**src/rtl/pidaw_pkg.sv**
```systemverilog
package pidaw_pkg;

	// Word width of every data field and gain register (signed fixed point).
	localparam int DATA_W = 32;

	// Width of the configuration register index.
	localparam int CFG_IDX_W = 3;

	// Input beat: one control step or a clear command.
	typedef struct packed {
		logic                     action;
		logic signed [DATA_W-1:0] error_in;
		logic signed [DATA_W-1:0] ff_term;
	} sample_t;

	// Output beat: clamped drive and the saturation flag.
	typedef struct packed {
		logic signed [DATA_W-1:0] drive;
		logic                     saturated;
	} result_t;

	// Configuration register indexes.
	typedef enum logic [CFG_IDX_W-1:0] {
		REG_MODE,
		REG_PROP_GAIN,
		REG_INT_GAIN,
		REG_DERIV_GAIN,
		REG_LIMIT,
		REG_DERIV_ALPHA,
		REG_TRACKING_GAIN
	} cfg_reg_t;

	// Action code that clears the stored state.
	localparam logic ACT_CLEAR = 1'b1;

	// Anti-windup modes.
	localparam logic MODE_CLAMP    = 1'b0;
	localparam logic MODE_BACKCALC = 1'b1;

	// Step sequencer states.
	typedef enum logic [3:0] {
		ST_IDLE,
		ST_DIFF,
		ST_XERR,
		ST_MLOAD,
		ST_MRUN,
		ST_MRND,
		ST_FILT,
		ST_PROP,
		ST_DERIV,
		ST_FFWD,
		ST_CLAMP,
		ST_INTEG,
		ST_TRACK,
		ST_DONE
	} state_t;

	// Which product the shared serial multiplier is forming.
	typedef enum logic [2:0] {
		MOP_ALPHA,
		MOP_PROP,
		MOP_DERIV,
		MOP_INTEG,
		MOP_TRACK
	} mul_op_t;

endpackage

```
**src/rtl/pid_antiwindup_controller.sv**
```systemverilog
// PID controller with anti-windup and a low-pass filtered derivative, signed fixed point
// with FRAC_BITS fraction bits.
// Channels: sample (valid/ready) carries one control step or a clear command; result
// (valid/ready) returns exactly one beat per sample; cfg (valid/ready, always ready)
// writes one register per beat and must only be used while the block is idle.
// Each step runs on one shared shift-add multiplier that retires one multiplier bit per
// cycle over DATA_W+3 bits; a product is formed by a load step, one shift step per
// multiplier bit and a rounding step. Mode 0 needs four products, mode 1 five.
// A new sample is accepted only while the sequencer is idle, after the previous step
// has finished. A clear command returns drive 0, saturated 0.
// The result sits in an output register, so the next sample is accepted while the
// previous result still waits; a stalled receiver only holds the sequencer once a new
// result is finished and the output register is still full.
// Reset clears the stored error, integral and filtered derivative, sets the gains and
// mode to zero, the limit to the largest positive value and the filter weight to one.
module pid_antiwindup_controller #(
	parameter int FRAC_BITS = 16
) (
	input  logic                                clk,
	input  logic                                arst_n,
	input  logic                                sample_valid,
	output logic                                sample_ready,
	input  pidaw_pkg::sample_t                  sample,
	output logic                                result_valid,
	input  logic                                result_ready,
	output pidaw_pkg::result_t                  result,
	input  logic                                cfg_valid,
	output logic                                cfg_ready,
	input  logic [pidaw_pkg::CFG_IDX_W-1:0]     cfg_index,
	input  logic [pidaw_pkg::DATA_W-1:0]        cfg_data
);
	import pidaw_pkg::*;

	localparam int W     = DATA_W;
	localparam int DW    = W + 1;
	localparam int VW    = W + 2;
	localparam int MW    = W + 3;
	localparam int CNT_W = $clog2(MW);
	localparam int RW    = 2 * MW - FRAC_BITS + 1;

	localparam logic [FRAC_BITS:0] ONE_Q   = {1'b1, {FRAC_BITS{1'b0}}};
	localparam logic [W-1:0]       MAG_NEG = {1'b1, {(W-1){1'b0}}};
	localparam logic [W-1:0]       MAG_POS = {1'b0, {(W-1){1'b1}}};

	// Saturate a wide signed sum to the data word.
	function automatic logic [W-1:0] sat_w(input logic [VW-1:0] x);
		logic [W-1:0] r;
		if ((&x[VW-1:W-1]) || !(|x[VW-1:W-1])) begin
			r = x[W-1:0];
		end else if (x[VW-1]) begin
			r = MAG_NEG;
		end else begin
			r = MAG_POS;
		end
		return r;
	endfunction

	// Configuration registers.
	logic                   mode_q;
	logic signed [W-1:0]    kp_q, ki_q, kd_q, kt_q;
	logic [W-2:0]           limit_q;
	logic [FRAC_BITS:0]     alpha_q;

	// Controller state.
	logic signed [W-1:0]    prev_q, integ_q, filt_q;

	// Step working registers.
	state_t                 state_q, state_d;
	mul_op_t                mop_q;
	logic signed [W-1:0]    err_q, ff_q, u_q;
	logic signed [DW-1:0]   diff_q, ia_q;
	logic signed [VW-1:0]   x_q, v_q;
	logic signed [MW-1:0]   e_q;
	logic                   satd_q;

	// Serial multiplier.
	logic [MW-1:0]          mc_q, hi_q, lo_q;
	logic [CNT_W-1:0]       cnt_q;
	logic                   neg_q;
	logic [W-1:0]           m_q;

	// Output register.
	result_t                result_q;
	logic                   result_valid_q;

	// Sequencer outputs.
	logic                   accept;
	logic                   res_load;

	logic [FRAC_BITS:0]     alpha_eff;
	logic signed [MW-1:0]   op_a, op_b;
	logic [MW-1:0]          abs_a, abs_b;
	logic [MW:0]            mul_sum;
	logic [2*MW-1:0]        prod;
	logic [RW-1:0]          rnd, lim_r;
	logic [W-1:0]           m_clip;
	logic [W:0]             tx;
	logic [VW-1:0]          acc_base, acc_sum;
	logic [VW-1:0]          lim_v, nlim_v;
	logic                   gt_lim, lt_lim;
	logic [W-1:0]           u_c;
	logic                   err_nn, err_np, v_nn, v_np, same_sign;

	assign cfg_ready    = 1'b1;
	assign result       = result_q;
	assign result_valid = result_valid_q;
	assign accept       = sample_valid && sample_ready;

	// Filter weights above one act as one.
	assign alpha_eff = (alpha_q > ONE_Q) ? ONE_Q : alpha_q;

	// Operand selection for the shared multiplier.
	always_comb begin
		unique case (mop_q)
			MOP_ALPHA: begin
				op_a = MW'(alpha_eff);
				op_b = MW'(x_q);
			end
			MOP_PROP: begin
				op_a = MW'(kp_q);
				op_b = MW'(err_q);
			end
			MOP_DERIV: begin
				op_a = MW'(kd_q);
				op_b = MW'(filt_q);
			end
			MOP_INTEG: begin
				op_a = MW'(ki_q);
				op_b = MW'(err_q);
			end
			MOP_TRACK: begin
				op_a = MW'(kt_q);
				op_b = e_q;
			end
			default: begin
				op_a = '0;
				op_b = '0;
			end
		endcase
	end

	assign abs_a = op_a[MW-1] ? MW'(-op_a) : op_a;
	assign abs_b = op_b[MW-1] ? MW'(-op_b) : op_b;

	// One multiplier bit per cycle: add the multiplicand, then shift right.
	assign mul_sum = {1'b0, hi_q} + (lo_q[0] ? {1'b0, mc_q} : '0);

	// Round to nearest with ties away from zero, then clip the magnitude.
	assign prod   = {hi_q, lo_q};
	assign rnd    = RW'(prod[2*MW-1:FRAC_BITS]) + RW'(prod[FRAC_BITS-1]);
	assign lim_r  = neg_q ? RW'(MAG_NEG) : RW'(MAG_POS);
	assign m_clip = (rnd > lim_r) ? lim_r[W-1:0] : rnd[W-1:0];

	// Signed product term: base + (neg ? -m : m) as invert plus carry in.
	assign tx = {1'b0, m_q} ^ {(W+1){neg_q}};

	always_comb begin
		case (state_q)
			ST_FILT:  acc_base = VW'(filt_q);
			ST_DERIV: acc_base = v_q;
			ST_TRACK: acc_base = VW'(ia_q);
			default:  acc_base = VW'(integ_q);
		endcase
	end

	assign acc_sum = acc_base + VW'($signed(tx)) + VW'(neg_q);

	// Output clamp against the symmetric limit.
	assign lim_v  = VW'(limit_q);
	assign nlim_v = VW'(-$signed(lim_v));
	assign gt_lim = $signed(v_q) > $signed(lim_v);
	assign lt_lim = $signed(v_q) < $signed(nlim_v);
	assign u_c    = gt_lim ? lim_v[W-1:0] : (lt_lim ? nlim_v[W-1:0] : v_q[W-1:0]);

	// Same-sign test; zero counts as either sign.
	assign err_nn    = !err_q[W-1];
	assign err_np    = err_q[W-1] || (err_q == '0);
	assign v_nn      = !v_q[VW-1];
	assign v_np      = v_q[VW-1] || (v_q == '0);
	assign same_sign = (err_nn && v_nn) || (err_np && v_np);

	// Next state.
	always_comb begin
		state_d = state_q;
		unique case (state_q)
			ST_IDLE: begin
				if (sample_valid) begin
					state_d = (sample.action == ACT_CLEAR) ? ST_DONE : ST_DIFF;
				end
			end
			ST_DIFF:  state_d = ST_XERR;
			ST_XERR:  state_d = ST_MLOAD;
			ST_MLOAD: state_d = ST_MRUN;
			ST_MRUN: begin
				if (cnt_q == '0) begin
					state_d = ST_MRND;
				end
			end
			ST_MRND: begin
				unique case (mop_q)
					MOP_ALPHA: state_d = ST_FILT;
					MOP_PROP:  state_d = ST_PROP;
					MOP_DERIV: state_d = ST_DERIV;
					MOP_INTEG: state_d = ST_INTEG;
					MOP_TRACK: state_d = ST_TRACK;
					default:   state_d = ST_IDLE;
				endcase
			end
			ST_FILT:  state_d = ST_MLOAD;
			ST_PROP:  state_d = ST_MLOAD;
			ST_DERIV: state_d = ST_FFWD;
			ST_FFWD:  state_d = ST_CLAMP;
			ST_CLAMP: state_d = ST_MLOAD;
			ST_INTEG: state_d = (mode_q == MODE_BACKCALC) ? ST_MLOAD : ST_DONE;
			ST_TRACK: state_d = ST_DONE;
			ST_DONE: begin
				if (!result_valid_q || result_ready) begin
					state_d = ST_IDLE;
				end
			end
			default:  state_d = ST_IDLE;
		endcase
	end

	// Sequencer outputs.
	always_comb begin
		sample_ready = (state_q == ST_IDLE);
		res_load     = (state_q == ST_DONE) && (!result_valid_q || result_ready);
	end

	// Control, configuration and controller state.
	always_ff @(posedge clk or negedge arst_n) begin
		if (!arst_n) begin
			state_q        <= ST_IDLE;
			mop_q          <= MOP_ALPHA;
			cnt_q          <= '0;
			result_valid_q <= 1'b0;
			mode_q         <= MODE_CLAMP;
			kp_q           <= '0;
			ki_q           <= '0;
			kd_q           <= '0;
			kt_q           <= '0;
			limit_q        <= '1;
			alpha_q        <= ONE_Q;
			prev_q         <= '0;
			integ_q        <= '0;
			filt_q         <= '0;
		end else begin
			state_q <= state_d;

			// Output register holds a beat until the receiver takes it.
			if (res_load) begin
				result_valid_q <= 1'b1;
			end else if (result_ready) begin
				result_valid_q <= 1'b0;
			end

			// Register writes.
			if (cfg_valid) begin
				unique case (cfg_index)
					REG_MODE:          mode_q  <= cfg_data[0];
					REG_PROP_GAIN:     kp_q    <= cfg_data;
					REG_INT_GAIN:      ki_q    <= cfg_data;
					REG_DERIV_GAIN:    kd_q    <= cfg_data;
					REG_LIMIT:         limit_q <= cfg_data[W-2:0];
					REG_DERIV_ALPHA:   alpha_q <= cfg_data[FRAC_BITS:0];
					REG_TRACKING_GAIN: kt_q    <= cfg_data;
					default: ;
				endcase
			end

			// Product selection and bit counter.
			case (state_q)
				ST_XERR:  mop_q <= MOP_ALPHA;
				ST_FILT:  mop_q <= MOP_PROP;
				ST_PROP:  mop_q <= MOP_DERIV;
				ST_CLAMP: mop_q <= MOP_INTEG;
				ST_INTEG: mop_q <= MOP_TRACK;
				default: ;
			endcase
			if (state_q == ST_MLOAD) begin
				cnt_q <= CNT_W'(MW - 1);
			end else if (state_q == ST_MRUN) begin
				cnt_q <= cnt_q - 1'b1;
			end

			// Stored state updates.
			if (accept && sample.action == ACT_CLEAR) begin
				prev_q  <= '0;
				integ_q <= '0;
				filt_q  <= '0;
			end
			if (state_q == ST_FILT) begin
				filt_q <= sat_w(acc_sum);
				prev_q <= err_q;
			end
			if (state_q == ST_INTEG && mode_q == MODE_CLAMP && !(satd_q && same_sign)) begin
				integ_q <= sat_w(acc_sum);
			end
			if (state_q == ST_TRACK) begin
				integ_q <= sat_w(acc_sum);
			end
		end
	end

	// Step datapath and output payload.
	always_ff @(posedge clk) begin
		case (state_q)
			ST_IDLE: begin
				err_q  <= sample.error_in;
				ff_q   <= sample.ff_term;
				u_q    <= '0;
				satd_q <= 1'b0;
			end
			ST_DIFF:  diff_q <= DW'(err_q) - DW'(prev_q);
			ST_XERR:  x_q    <= VW'(diff_q) - VW'(filt_q);
			ST_MLOAD: begin
				mc_q  <= abs_a;
				lo_q  <= abs_b;
				hi_q  <= '0;
				neg_q <= op_a[MW-1] ^ op_b[MW-1];
			end
			ST_MRUN: begin
				hi_q <= mul_sum[MW:1];
				lo_q <= {mul_sum[0], lo_q[MW-1:1]};
			end
			ST_MRND:  m_q <= m_clip;
			ST_PROP:  v_q <= acc_sum;
			ST_DERIV: v_q <= acc_sum;
			ST_FFWD: begin
				if (mode_q == MODE_CLAMP) begin
					v_q <= v_q + VW'(ff_q);
				end
			end
			ST_CLAMP: begin
				u_q    <= u_c;
				satd_q <= gt_lim || lt_lim;
			end
			ST_INTEG: begin
				ia_q <= acc_sum[DW-1:0];
				e_q  <= MW'(u_q) - MW'(v_q);
			end
			default: ;
		endcase

		if (res_load) begin
			result_q.drive     <= u_q;
			result_q.saturated <= satd_q;
		end
	end

	// The delivered drive never leaves the clamp range.
	a_drive_in_range: assert property (@(posedge clk) disable iff (!arst_n)
		result_valid |-> ($signed(result.drive) <= $signed({1'b0, limit_q}) &&
			$signed(result.drive) >= -$signed({1'b0, limit_q})))
		else $error("drive outside the clamp range");

	// A saturated beat sits exactly on one of the clamp bounds.
	a_sat_on_bound: assert property (@(posedge clk) disable iff (!arst_n)
		(result_valid && result.saturated) |->
			($signed(result.drive) == $signed({1'b0, limit_q}) ||
			$signed(result.drive) == -$signed({1'b0, limit_q})))
		else $error("saturated beat not on a clamp bound");

	// A rounded product magnitude never exceeds the signed word range.
	a_prod_clipped: assert property (@(posedge clk) disable iff (!arst_n)
		(state_q == ST_MRND) |=> (m_q <= MAG_NEG))
		else $error("product magnitude not clipped");

endmodule
```
**config.mk**
```make
export PLATFORM = sky130hd
export DESIGN_NAME = pid_antiwindup_controller
export DESIGN_NICKNAME = d
export VERILOG_FILES = /design/src/rtl/pidaw_pkg.sv /design/src/rtl/pid_antiwindup_controller.sv
export SDC_FILE = /design/constraint.sdc
export NUM_CORES = 2
export LEC_CHECK = 0
export ABC_AREA = 1
export ABC_CLOCK_PERIOD_IN_PS = 4700
export BUFFER_PORTS_ARGS = -buffer_cell sky130_fd_sc_hd__clkbuf_2
export CORE_UTILIZATION = 55
export CTS_CLUSTER_SIZE = 30
export DETAILED_ROUTE_END_ITERATION = 12
export PLACE_DENSITY_LB_ADDON = 0.25
export SYNTH_ARGS = -nofsm -noshare
export SYNTH_HDL_FRONTEND = slang
export SYNTH_SLANG_ARGS = --single-unit
```
**constraint.sdc**
```tcl
create_clock -name clk -period 4.7 [get_ports clk]
set_clock_uncertainty 0.2 [all_clocks]
set_input_delay 0.47 -clock clk [delete_from_list [all_inputs] [get_ports clk]]
set_output_delay 0.47 -clock clk [all_outputs]
set_load 0.1 [all_outputs]
```
==> metrics.cfg <==
[layout]
final_layout_size_suffix_gt1_share_pct=8.63
fin_cells=7123
final_util_pct=63.0
stdcell_area_um2=52700
nets=6330
syn2layout_area_growth_pct=13.2

[synth]
ys.flop_type=edfxtp_1
synthMuxAreaShare_pct=0.0215
ys_async_sr_fraction_pct=39.6
synth_xor_area_share_pct=5.04
synth_warnings=0
ys_seq_area_share_pct=43.7
yosys.cell_types.count=72
yosys.area_share.simple_pct=21.5
syn_area_um2=46600
synth_area_per_cell_um2=8.22
synth_top_area_share_pct=28.2
synth_edf_count=437
synth-compound-area-share_pct=14.7
synth_top_family_by_area=simple AND/OR/NAND/NOR gates
yosysMostFrequentCell=nand2_1
synthAdderAreaFrac_pct=8.37
synth_top_area_cell=edfxtp_1
synth_area_leaders=edfxtp_1 (28%), dfrtp_1 (14%), nand2_1 (12%)
synthCells=5671
synthTopCellsByCount=nand2_1 (1,433), inv_1 (620), o21ai_0 (502)
synth-seq-cells=724

[sta]
period_minus_slack_ns=4.53
rsz0062_at_grt=yes
hold_viol_final=0
relSlewSlack_pct=19.5
worst_pin_slew_ns=1.21
fin_hold_ws_ns=0.0350
fin_ws_ns=0.166
finalSetupViolCount=0
period_share_pct=96.5
slew_viol_final=0
max_freq_mhz=221

[worst_setup_path]
path_common_cell=nand4_1
worstReg2RegEnd=u_q[22]
arrival_ns=4.70
start_kind=flip-flop
cp_max_fo=7
path_class=reg -> reg
reg2reg_depth=26
r2r_start=limit_q[1]
crit_required_ns=4.87
setup.worst_path.start=limit_q[1]
r2r_slack_ns=0.17
worst_path_max_delay_cell=dfstp_2
endpoint_kind=flip-flop
critical_path.endpoint=u_q[22]
slowest_delay_ns=0.39

[grt]
grt_overflow=0
busiest_layer=met2
antenna_found_initial=1
use_met3_pct=7.44
use_met2_pct=55.1
grt_usage_pct=36.6
grt_pass1_vias=39500
gr-usage-met1_pct=50.5
grt_max_degree=111
grt_pass1_wl_mm=238

[power_and_ir_drop]
p_comb_share_pct=57.5
powerDensity_nw_per_um2=836
power_leakage_nw=23.6
intPower_mw=22.1
p_sw_share_pct=49.9
pwr-share-clk_pct=15.1
seqPwrFrac_pct=27.4
ir_drop_mv=0.689
switchingPower_mw=22.0

[detailed_routing]
wl_per_cell_um=22.3
wl_mm=159
vias_per_cell=5.93
postRouteAntennaNets=0
drc=0
drtPass1Iterations=6
vias=42200
drtIter0Drc=4443

[min_path]
hold_path.class=in -> reg

[die]
die_w_um=293
start_util_pct=55.7
rows=106
die_h_um=293
die_area_um2=85900
coreArea_um2=83700
io_pins=141

[clock_tree]
htree_levels=3
numClockSinks=724
cts_buffer_depth=3
clk_latency_ns=0.68
cts-buffers-inserted=83
clk_pin_slew_ns=0.06
cts_tree=done
root_buffer=clkbuf_16

[run_status]
outcome=finished clean

[placed_design]
dp.cells=6870
dp_hpwl_mm=122
dp_slack_ns=0.145
dpl_cell_area_um2=48800
place.gp.congestion=1.03
io_buffers=139

[flow_run]
cap_violations=0

-- metal layers --
metal,routed length [um],up-vias
met4,8340,0
met1,65800,19900
li1,-,19800
met2,68200,2168
met3,16400,353
met5,0,-
-- power by group through the flow --
| stage | registers (mW) | clock network (mW) | logic (mW) |
|---|---|---|---|
| after floorplan | 11.2 | 0 | 17.1 |
| after global placement | 12.0 | 0 | 24.0 |
| after detailed placement | 12.0 | 0 | 24.3 |
| after CTS | 11.9 | 6.73 | 24.4 |
| after global routing | 12.2 | 6.95 | 27.8 |
| final | 12.1 | 6.67 | 25.3 |
-- critical path, delay by kind of cell, from the launching register on --
kind / cells / cell delay [ns]
compound gates: 3 / 0.42
flops: 1 / 0.39
fa+ha+maj: 2 / 0.33
buf+inv: 4 / 0.44
simple gates: 17 / 2.42
-- through the flow --
stage	TNS [ns]	total power, mW
2_1_floorplan	0	28.4
3_3_place_gp	0	36.0
3_5_place_dp	0	36.3
4_1_cts	0	43.1
5_1_grt	-3.64	46.9
6_report	0	44.1
-- layout make-up --
type	instances	area (um2)
clock buffer	115	2350
timing repair buffer	314	2430
fill	7256	30900
sequential	724	20300
tap	1134	1420
inverter	634	2390
antenna	1	2.50
multi-input combinational	4160	23400
clock inverter	41	435
-- how the worst min path moves through the flow --
stage,start,endpoint,slack (ns),cells after the start
floorplan,arst_n,alpha_q[0],-0.03,0
global placement,u_q[4],result[5],0.26,0
detailed placement,filt_q[22],filt_q[22],0.27,2
CTS,cfg_data[22],kd_q[22],0.008,3
global route,cfg_data[22],kp_q[22],0.03,3
finish,cfg_data[22],ki_q[22],0.04,3
-- sequential cells by signal (all words and copies together), names as in the netlist, 33 cells and up --
signal,count
hi_q,35
diff_q,33
lo_q,35
result,33
mc_q,35
v_q,34
e_q,35
ia_q,33
x_q,34
-- cell families after synthesis --
family / after synthesis
xor+xnor: 268
simple gates: 2378
fa+ha+maj: 308
flops: 724
buf+inv: 789
other cells: 2
compound gates: 1201
mux: 1
-- cells in the final DEF (no fill, tap or decap), drive strengths merged, types with 66 or more instances in the layout --
master and instances:
a21oi 363, dfrtp 255, nand2 1442, nor2 472, dlygate4sd3 85, inv 632
nand3 216, nand4 104, edfxtp 437, ha 302, clkbuf 256, o21ai 539
nor3 66, buf 88, xor2 207
-- repair_timing --
action                                  4_1_cts  5_1_grt
hold endpoints to repair                    224        0
resized for setup                             0       56
endpoints found under the setup margin        0      121
hold buffers                                 85        0
setup buffers                                 0        6
(Power assumes the default switching activity.)
